$ cat src/sosb_pkg.sv
// Shared types and constants of the stat-string odd-byte codec.
// No dependencies.
package sosb_pkg;

    localparam int GROUP_BYTES = 7;
    localparam logic [2:0] GROUP_LAST = 3'd6;
    localparam logic [7:0] MASK_INIT = 8'h01;

    // One job handed from the front to the back: a whole encode group, or a
    // single decoded byte carried in bytes[0].
    typedef struct packed {
        logic                              is_group;
        logic                              last;
        logic [2:0]                        count;
        logic [7:0]                        mask;
        logic [GROUP_BYTES-1:0][7:0]       bytes;
    } cmd_t;

endpackage

$ cat src/sosb_in_if.sv
// Input channel of the stat-string odd-byte codec: valid/ready with one byte.
// No dependencies.
interface sosb_in_if;
    logic       valid;
    logic       ready;
    logic [7:0] data_byte;
    logic       end_of_message;

    modport source (output valid, output data_byte, output end_of_message, input ready);
    modport sink (input valid, input data_byte, input end_of_message, output ready);
endinterface

$ cat src/sosb_out_if.sv
// Output channel of the stat-string odd-byte codec: valid/ready with one byte.
// No dependencies.
interface sosb_out_if;
    logic       valid;
    logic       ready;
    logic [7:0] out_byte;
    logic       out_last;

    modport source (output valid, output out_byte, output out_last, input ready);
    modport sink (input valid, input out_byte, input out_last, output ready);
endinterface

$ cat src/sosb_front.sv
// Front of the codec: accepts input beats, tracks group position and mask,
// gathers encode groups and pushes jobs to the queue. Uses sosb_pkg, sosb_in_if.
module sosb_front (
    input  logic             clk,
    input  logic             rst_n,
    sosb_in_if.sink          rx,
    input  logic             cfg_we,
    input  logic             cfg_wdata,
    output logic             q_push,
    output sosb_pkg::cmd_t   q_data,
    input  logic             q_full
);

    logic       mode_reg, mode_next;
    logic [2:0] pos_reg, pos_next;
    logic [7:0] mask_reg, mask_next;
    logic [7:0] store_reg [sosb_pkg::GROUP_BYTES];

    logic       accept;
    logic [7:0] enc_byte;
    logic [7:0] enc_mask;
    logic [7:0] dec_byte;
    logic       group_done;

    assign rx.ready = !q_full;
    assign accept   = rx.valid && rx.ready;

    // Even bytes are stored plus one, odd bytes unchanged: either way the low bit is set.
    assign enc_byte   = rx.data_byte | 8'h01;
    assign enc_mask   = mask_reg | (rx.data_byte[0] ? (8'h02 << pos_reg) : 8'h00);
    assign dec_byte   = mask_reg[pos_reg] ? rx.data_byte : rx.data_byte - 8'd1;
    assign group_done = (pos_reg == sosb_pkg::GROUP_LAST) || rx.end_of_message;

    always_comb
    begin
        q_data.is_group = !mode_reg;
        q_data.last     = rx.end_of_message;
        q_data.count    = pos_reg;
        q_data.mask     = enc_mask;
        for (int k = 0; k < sosb_pkg::GROUP_BYTES; k++)
        begin
            q_data.bytes[k] = (pos_reg == 3'(k)) ? enc_byte : store_reg[k];
        end
        if (mode_reg)
        begin
            q_data.bytes[0] = dec_byte;
        end
    end

    always_comb
    begin
        mode_next = mode_reg;
        pos_next  = pos_reg;
        mask_next = mask_reg;
        q_push    = 1'b0;
        if (cfg_we)
        begin
            mode_next = cfg_wdata;
            pos_next  = 3'd0;
            mask_next = sosb_pkg::MASK_INIT;
        end
        else if (accept)
        begin
            if (mode_reg)
            begin
                if (pos_reg == 3'd0)
                begin
                    mask_next = rx.data_byte;
                end
                else
                begin
                    q_push = 1'b1;
                end
                if (rx.end_of_message)
                begin
                    pos_next  = 3'd0;
                    mask_next = sosb_pkg::MASK_INIT;
                end
                else
                begin
                    pos_next = pos_reg + 3'd1;
                end
            end
            else if (group_done)
            begin
                q_push    = 1'b1;
                pos_next  = 3'd0;
                mask_next = sosb_pkg::MASK_INIT;
            end
            else
            begin
                pos_next  = pos_reg + 3'd1;
                mask_next = enc_mask;
            end
        end
    end

    always_ff @(posedge clk or negedge rst_n)
    begin
        if (!rst_n)
        begin
            mode_reg <= 1'b0;
            pos_reg  <= 3'd0;
            mask_reg <= sosb_pkg::MASK_INIT;
        end
        else
        begin
            mode_reg <= mode_next;
            pos_reg  <= pos_next;
            mask_reg <= mask_next;
        end
    end

    always_ff @(posedge clk)
    begin
        if (accept && !cfg_we && !mode_reg)
        begin
            store_reg[pos_reg] <= enc_byte;
        end
    end

endmodule

$ cat src/sosb_queue.sv
// Short job queue between front and back of the codec.
// Uses sosb_pkg.
module sosb_queue #(
    parameter int DEPTH = 2
) (
    input  logic             clk,
    input  logic             rst_n,
    input  logic             push,
    input  sosb_pkg::cmd_t   push_data,
    output logic             full,
    input  logic             pop,
    output sosb_pkg::cmd_t   pop_data,
    output logic             empty
);

    localparam int PW = (DEPTH > 1) ? $clog2(DEPTH) : 1;
    localparam int CW = $clog2(DEPTH + 1);

    sosb_pkg::cmd_t entry_reg [DEPTH];
    logic [PW-1:0]  wr_ptr_reg, wr_ptr_next;
    logic [PW-1:0]  rd_ptr_reg, rd_ptr_next;
    logic [CW-1:0]  count_reg, count_next;
    logic           do_push, do_pop;

    assign full     = (count_reg == CW'(DEPTH));
    assign empty    = (count_reg == '0);
    assign do_push  = push && !full;
    assign do_pop   = pop && !empty;
    assign pop_data = entry_reg[rd_ptr_reg];

    always_comb
    begin
        wr_ptr_next = wr_ptr_reg;
        rd_ptr_next = rd_ptr_reg;
        count_next  = count_reg;
        if (do_push)
        begin
            wr_ptr_next = (wr_ptr_reg == PW'(DEPTH - 1)) ? '0 : wr_ptr_reg + PW'(1);
        end
        if (do_pop)
        begin
            rd_ptr_next = (rd_ptr_reg == PW'(DEPTH - 1)) ? '0 : rd_ptr_reg + PW'(1);
        end
        if (do_push && !do_pop)
        begin
            count_next = count_reg + CW'(1);
        end
        else if (do_pop && !do_push)
        begin
            count_next = count_reg - CW'(1);
        end
    end

    always_ff @(posedge clk or negedge rst_n)
    begin
        if (!rst_n)
        begin
            wr_ptr_reg <= '0;
            rd_ptr_reg <= '0;
            count_reg  <= '0;
        end
        else
        begin
            wr_ptr_reg <= wr_ptr_next;
            rd_ptr_reg <= rd_ptr_next;
            count_reg  <= count_next;
        end
    end

    always_ff @(posedge clk)
    begin
        if (do_push)
        begin
            entry_reg[wr_ptr_reg] <= push_data;
        end
    end

endmodule

$ cat src/sosb_back.sv
// Back of the codec: takes jobs from the queue and sends them out one byte
// per beat through an output register. Uses sosb_pkg, sosb_out_if.
module sosb_back (
    input  logic             clk,
    input  logic             rst_n,
    input  sosb_pkg::cmd_t   q_data,
    input  logic             q_empty,
    output logic             q_pop,
    sosb_out_if.source       tx
);

    logic           busy_reg, busy_next;
    sosb_pkg::cmd_t cmd_reg, cmd_next;
    logic [2:0]     idx_reg, idx_next;
    logic           tx_valid_reg, tx_valid_next;
    logic [7:0]     tx_byte_reg, tx_byte_next;
    logic           tx_last_reg, tx_last_next;

    logic       out_free;
    logic       emit;
    logic       finishing;
    logic [2:0] slot;
    logic [7:0] cur_byte;
    logic       cur_last;

    assign out_free = !tx_valid_reg || tx.ready;
    assign emit     = busy_reg && out_free;
    // Index 0 of a group is the mask; data slots follow it.
    assign slot     = idx_reg - 3'd1;

    always_comb
    begin
        if (!cmd_reg.is_group)
        begin
            cur_byte  = cmd_reg.bytes[0];
            cur_last  = cmd_reg.last;
            finishing = 1'b1;
        end
        else if (idx_reg == 3'd0)
        begin
            cur_byte  = cmd_reg.mask;
            cur_last  = 1'b0;
            finishing = 1'b0;
        end
        else
        begin
            cur_byte  = cmd_reg.bytes[slot];
            finishing = (slot == cmd_reg.count);
            cur_last  = cmd_reg.last && finishing;
        end
    end

    assign q_pop = !q_empty && (!busy_reg || (emit && finishing));

    always_comb
    begin
        busy_next     = busy_reg;
        cmd_next      = cmd_reg;
        idx_next      = idx_reg;
        tx_valid_next = tx_valid_reg && !tx.ready;
        tx_byte_next  = tx_byte_reg;
        tx_last_next  = tx_last_reg;
        if (emit)
        begin
            tx_valid_next = 1'b1;
            tx_byte_next  = cur_byte;
            tx_last_next  = cur_last;
            idx_next      = idx_reg + 3'd1;
            if (finishing)
            begin
                busy_next = 1'b0;
            end
        end
        // Load the next job in the same cycle the current one drains.
        if (q_pop)
        begin
            busy_next = 1'b1;
            cmd_next  = q_data;
            idx_next  = 3'd0;
        end
    end

    always_ff @(posedge clk or negedge rst_n)
    begin
        if (!rst_n)
        begin
            busy_reg     <= 1'b0;
            idx_reg      <= 3'd0;
            tx_valid_reg <= 1'b0;
        end
        else
        begin
            busy_reg     <= busy_next;
            idx_reg      <= idx_next;
            tx_valid_reg <= tx_valid_next;
        end
    end

    always_ff @(posedge clk)
    begin
        cmd_reg     <= cmd_next;
        tx_byte_reg <= tx_byte_next;
        tx_last_reg <= tx_last_next;
    end

    assign tx.valid    = tx_valid_reg;
    assign tx.out_byte = tx_byte_reg;
    assign tx.out_last = tx_last_reg;

endmodule

$ cat src/stat_string_odd_byte_codec.sv
// Stat-string odd-byte codec. In encode mode (cfg_wdata written as 0) input bytes
// are gathered in groups of up to seven and each group leaves as a mask byte
// followed by its bytes, all odd; in decode mode every eighth byte of a
// message is a mask and the others leave adjusted by it. The front accepts
// one beat per cycle while its job queue has room, so decode runs at one
// byte per cycle; in encode the back sends one byte per cycle out of its
// output register while tx is ready, and a group of n bytes leaves as n + 1
// bytes, so the sustained encode rate is set by the single output port.
// A byte reaches tx through the queue entry written when its job completes,
// then the back's job register, then the output register. Write cfg only
// while the block is idle; a write drops any partial group.
module stat_string_odd_byte_codec #(
    parameter int QUEUE_DEPTH = 2
) (
    input  logic        clk,
    input  logic        rst_n,
    sosb_in_if.sink     rx,
    sosb_out_if.source  tx,
    input  logic        cfg_we,
    input  logic        cfg_wdata
);

    logic           q_push;
    logic           q_full;
    logic           q_pop;
    logic           q_empty;
    sosb_pkg::cmd_t push_data;
    sosb_pkg::cmd_t pop_data;

    sosb_front u_front (
        .clk       (clk),
        .rst_n     (rst_n),
        .rx        (rx),
        .cfg_we    (cfg_we),
        .cfg_wdata (cfg_wdata),
        .q_push    (q_push),
        .q_data    (push_data),
        .q_full    (q_full)
    );

    sosb_queue #(
        .DEPTH (QUEUE_DEPTH)
    ) u_queue (
        .clk       (clk),
        .rst_n     (rst_n),
        .push      (q_push),
        .push_data (push_data),
        .full      (q_full),
        .pop       (q_pop),
        .pop_data  (pop_data),
        .empty     (q_empty)
    );

    sosb_back u_back (
        .clk     (clk),
        .rst_n   (rst_n),
        .q_data  (pop_data),
        .q_empty (q_empty),
        .q_pop   (q_pop),
        .tx      (tx)
    );

endmodule

$ cat src/flat_wrapper.sv
// flat-port wrapper written by rule: the top's interface ports become plain ports
module stat_string_odd_byte_codec_flat 
#(
    parameter int QUEUE_DEPTH = 2
)
  (clk, rst_n, cfg_we, cfg_wdata, rx_valid, rx_data_byte, rx_end_of_message, rx_ready, tx_valid, tx_out_byte, tx_out_last, tx_ready);
  sosb_in_if rx_i ();
  sosb_out_if tx_i ();
  input  logic clk;
  input  logic rst_n;
  input  logic cfg_we;
  input  logic cfg_wdata;
  input wire logic [$bits(rx_i.valid)-1:0] rx_valid;
  input wire logic [$bits(rx_i.data_byte)-1:0] rx_data_byte;
  input wire logic [$bits(rx_i.end_of_message)-1:0] rx_end_of_message;
  output wire logic [$bits(rx_i.ready)-1:0] rx_ready;
  output wire logic [$bits(tx_i.valid)-1:0] tx_valid;
  output wire logic [$bits(tx_i.out_byte)-1:0] tx_out_byte;
  output wire logic [$bits(tx_i.out_last)-1:0] tx_out_last;
  input wire logic [$bits(tx_i.ready)-1:0] tx_ready;
  assign rx_i.valid = rx_valid;
  assign rx_i.data_byte = rx_data_byte;
  assign rx_i.end_of_message = rx_end_of_message;
  assign rx_ready = rx_i.ready;
  assign tx_valid = tx_i.valid;
  assign tx_out_byte = tx_i.out_byte;
  assign tx_out_last = tx_i.out_last;
  assign tx_i.ready = tx_ready;
  stat_string_odd_byte_codec #(.QUEUE_DEPTH(QUEUE_DEPTH)) u_core (.clk(clk), .rst_n(rst_n), .rx(rx_i), .tx(tx_i), .cfg_we(cfg_we), .cfg_wdata(cfg_wdata));
endmodule
$ cat config.mk
export PLATFORM = sky130hd
export DESIGN_NAME = stat_string_odd_byte_codec_flat
export DESIGN_NICKNAME = d
export VERILOG_FILES = /design/src/sosb_pkg.sv /design/src/sosb_in_if.sv /design/src/sosb_out_if.sv /design/src/sosb_front.sv /design/src/sosb_queue.sv /design/src/sosb_back.sv /design/src/stat_string_odd_byte_codec.sv /design/src/flat_wrapper.sv
export SDC_FILE = /design/constraint.sdc
export NUM_CORES = 1
export LEC_CHECK = 0
export ABC_AREA = 1
export BUFFER_PORTS_ARGS = -buffer_cell sky130_fd_sc_hd__buf_2
export CORE_UTILIZATION = 53
export DETAILED_ROUTE_END_ITERATION = 16
export MAX_ROUTING_LAYER = met4
export PLACE_DENSITY_LB_ADDON = 0.15
export SYNTH_ARGS = -nofsm -noshare
export SYNTH_HDL_FRONTEND = slang
export SYNTH_SLANG_ARGS = --single-unit
$ cat constraint.sdc
create_clock -name clk -period 6.4 [get_ports clk]
set_input_delay 1.28 -clock clk [delete_from_list [all_inputs] [get_ports clk]]
set_output_delay 1.28 -clock clk [all_outputs]
set_load 0.02 [all_outputs]
==> reports/metrics.csv <==
stage;metric;value;unit
floorplan;io_pins;26;
timing;hold_viol;0;
critical_path;cpPeakStageDelay;0.89;ns
detailed_routing;route.met3.wl;1.26;mm
timing;final-setup-viol-count;0;
floorplan;start_util;54.2;%
pwr;switchingPower;1740;µW
synthesis;syn-num-nets;967;
detailed_routing;route.detailed.drc;0;
synthesis;synth_ff_type;edfxtp_1;
synthesis;ys_top_cells_by_area;edfxtp_1, nand2_1, dfrtp_1;
place;gp_congestion;0.918;
cells_and_area;final_area;12200;µm²
synthesis;ys_types;36;
floorplan;core_area;20300;µm²
synthesis;synth-edff-count;247;
critical_path;required;6.56;ns
pwr;leakagePower;0.00469;µW
detailed_routing;met1_length;11.2;mm
place;post_dp_cell_area;11300;µm²
floorplan;dieArea;21300;µm²
min_path;hold_class;flip-flop to flip-flop;
synthesis;synth_seq_cells;268;
synthesis;synth_top_area_share;67.4;%
critical_path;end_kind;flip-flop;
detailed_routing;top_layer;met4;
synthesis;seq_area_frac_synth;72.2;%
clock_network;cts_tree;done;
detailed_routing;drt-total-wl;23.0;mm
cells_and_area;largest_reg_flops;126;
global_route;gr-total-overflow;0;
clock_network;htreeDepth;1;
critical_path;crit_top_cell;nand2_1;
detailed_routing;via_per_inst;5.28;
clock_network;ctsRootBufferMaster;clkbuf_16;
floorplan;die_y;146;µm
global_route;grt_use_total;23.0;%
synthesis;yosysWarningCount;0;
synthesis;synthArstFlopShare;7.84;%
cells_and_area;fillerInstances;1694;
pwr;p_seq_share;48.3;%
pwr;p_int;3620;µW
global_route;grt_pass1_wl;35.6;mm
place;dp_hpwl;15.7;mm
detailed_routing;first_pass_iters;5;
cells_and_area;multiInputGateArea;2690;µm²
critical_path;crit_fanout;66;
critical_path;crit_chain;inv_1, ha_1, inv_1, nand2_1, nand3_1, nor2_1, nand2_1, nand2_1, nand2_1, nand2_2, nand2_4, inv_2, buf_4;
clock_network;clock_path_buffers;3;
job;max-cap-violations;0;
critical_path;cp_slowest_cell;ha_1;
critical_path;path_class;flip-flop to flip-flop;
cells_and_area;nets;990;
detailed_routing;wire_per_inst;18.4;µm
critical_path;arrival;4.33;ns
critical_path;crit_path_start_kind;flip-flop;
clock_network;hold_buffers;0;
timing;hold-worst-slack;0.490;ns
clock_network;cts_setup_buffers;0;
clock_network;worstSkewPairLatency;0.52;ns
global_route;grt_max_degree;67;
floorplan;die_x;146;µm
timing;fin_setup_tns;0;ns
timing;fin_worst_skew;0.00832;ns
pwr;peakVddDrop;0.000223;V
synthesis;synth_top_area_cell;edfxtp_1;
critical_path;critPathBufInv;4;
pwr;p_comb_share;24.2;%
detailed_routing;drtAntennaViolNets;0;
detailed_routing;drt_iter0_markers;580;
clock_network;clkSlewWorstSetupHoldPaths;0.06;ns
synthesis;synth_area;11000;µm²
timing;slew_viol_final;0;
pwr;power_density;440;nW/µm²
timing;rsz0062_at_grt;false;
pwr;p_total;5360;µW
cells_and_area;drive_gt1_share;9.35;%
status;status;finished clean;
timing;worst_slew_margin_rel;25.3;%
detailed_routing;met2_length;10.1;mm
clock_network;cts_resized;0;
place;placement.io_buffers;25;
timing;min_period;4.18;ns
pwr;p_clk_share;27.5;%
floorplan;num_rows;52;
cells_and_area;regArea;7950;µm²
timing;final.period_utilization;65.2;%
global_route;grt_pass1_vias;6120;
pwr;sw_frac_of_total;32.4;%
critical_path;path_delay_family;buffers and inverters;
synthesis;netlist_instances;942;
clock_network;cts_inserted_buffers;27;
cells_and_area;diodes;0;
detailed_routing;vias;6625;
global_route;antenna_found_initial;0;
synthesis;syn_area_per_cell;11.7;µm²
timing;fmax;240;MHz
cells_and_area;syn_to_final_growth;10.6;%
clock_network;cts_num_sinks;268;
timing;worstMarginPinSlew;1.12;ns
==> power by group through the flow <==
stage	Combinational, µW	Clock [µW]	Sequential (µW)
after floorplan	924	0	2580
after global placement	1290	0	2620
after detailed placement	1300	0	2630
after CTS	1310	1500	2590
after global routing	1470	1570	2620
final	1300	1480	2590
==> cells in the final DEF, fill, tap and decap left out, drive strengths merged <==
cell type	Yosys	final
nand3	19	19
bufinv	0	2
a22oi	2	2
o2111ai	1	1
nand2	324	324
clkinvlp	0	2
inv	54	55
edfxtp	247	247
a32o	1	1
buf	12	29
o211ai	17	17
clkinv	4	14
ha	10	10
nor2	70	70
a32oi	4	4
xnor2	2	2
clkbuf	23	33
dfrtp	20	20
o22ai	7	7
o21ai	82	82
a21oi	26	26
xor2	8	8
a21boi	1	1
dfstp	1	1
nand4	1	1
nor3	6	6
==> through the flow <==
stage	setup WS [ns]	utilization, %	std cells
floorplan	1.54	-	942
global placement	2.29	55.9	1206
detailed placement	2.22	55.9	1206
CTS	2.20	59.9	1254
global route	1.74	59.9	1254
finish	2.22	59.9	1254
==> cells in the mapped netlist, types with 8 or more instances <==
cell / number
ha_1: 10
clkbuf_1: 21
o211ai_1: 16
inv_1: 47
nand3_1: 19
nand2_1: 316
buf_2: 9
edfxtp_1: 247
nor2_1: 65
xor2_1: 8
dfrtp_1: 20
o21ai_0: 78
a21oi_1: 26
==> cells by family (layout without fill, tap and decap cells) <==
| group | count (synthesis) | in the layout | share of synthesized area (%) |
|---|---|---|---|
| compound gates | 141 | 141 | 7.24 |
| xor+xnor | 10 | 10 | 0.796 |
| fa+ha+maj | 10 | 10 | 1.14 |
| buf+inv | 93 | 135 | 3.51 |
| flops | 268 | 268 | 72.2 |
| simple gates | 420 | 420 | 15.1 |
==> area by class of cell <==
| class | instances | area share (%) |
|---|---|---|
| Clock buffer | 33 | 5.74 |
| Tap cell | 270 | 2.78 |
| Inverter | 58 | 1.79 |
| Sequential cell | 268 | 65.3 |
| Clock inverter | 15 | 1.06 |
| Multi-Input combinational cell | 581 | 22.1 |
| Timing Repair Buffer | 29 | 1.28 |
==> path summary, 6_finish.rpt <==
kind	startpoint	endpoint	depth (start not counted)	slack [ns]
worst max-delay path	u_core.u_back.idx_reg[0]	u_core.u_back.cmd_reg[29]	13	2.22
worst min-delay path	u_core.u_queue.count_reg[0]	u_core.u_queue.count_reg[0]	1	0.49
worst max register to register	u_core.u_back.idx_reg[0]	u_core.u_back.cmd_reg[29]	13	2.22
worst min register to register	u_core.u_queue.count_reg[0]	u_core.u_queue.count_reg[0]	1	0.49
max in group asynchronous	rst_n	u_core.u_queue.rd_ptr_reg	1	5.28
min in group asynchronous	rst_n	u_core.u_front.pos_reg[1]	1	0.73
==> metal layers <==
layer | global-route usage [%] | vias to the layer above
li1 | - | 3272
met1 | 34.8 | 3114
met2 | 32.9 | 204
met3 | 2.84 | 35
met4 | 6.56 | 0
met5 | - | -
No activity file was read; power rests on OpenSTA's default activity.
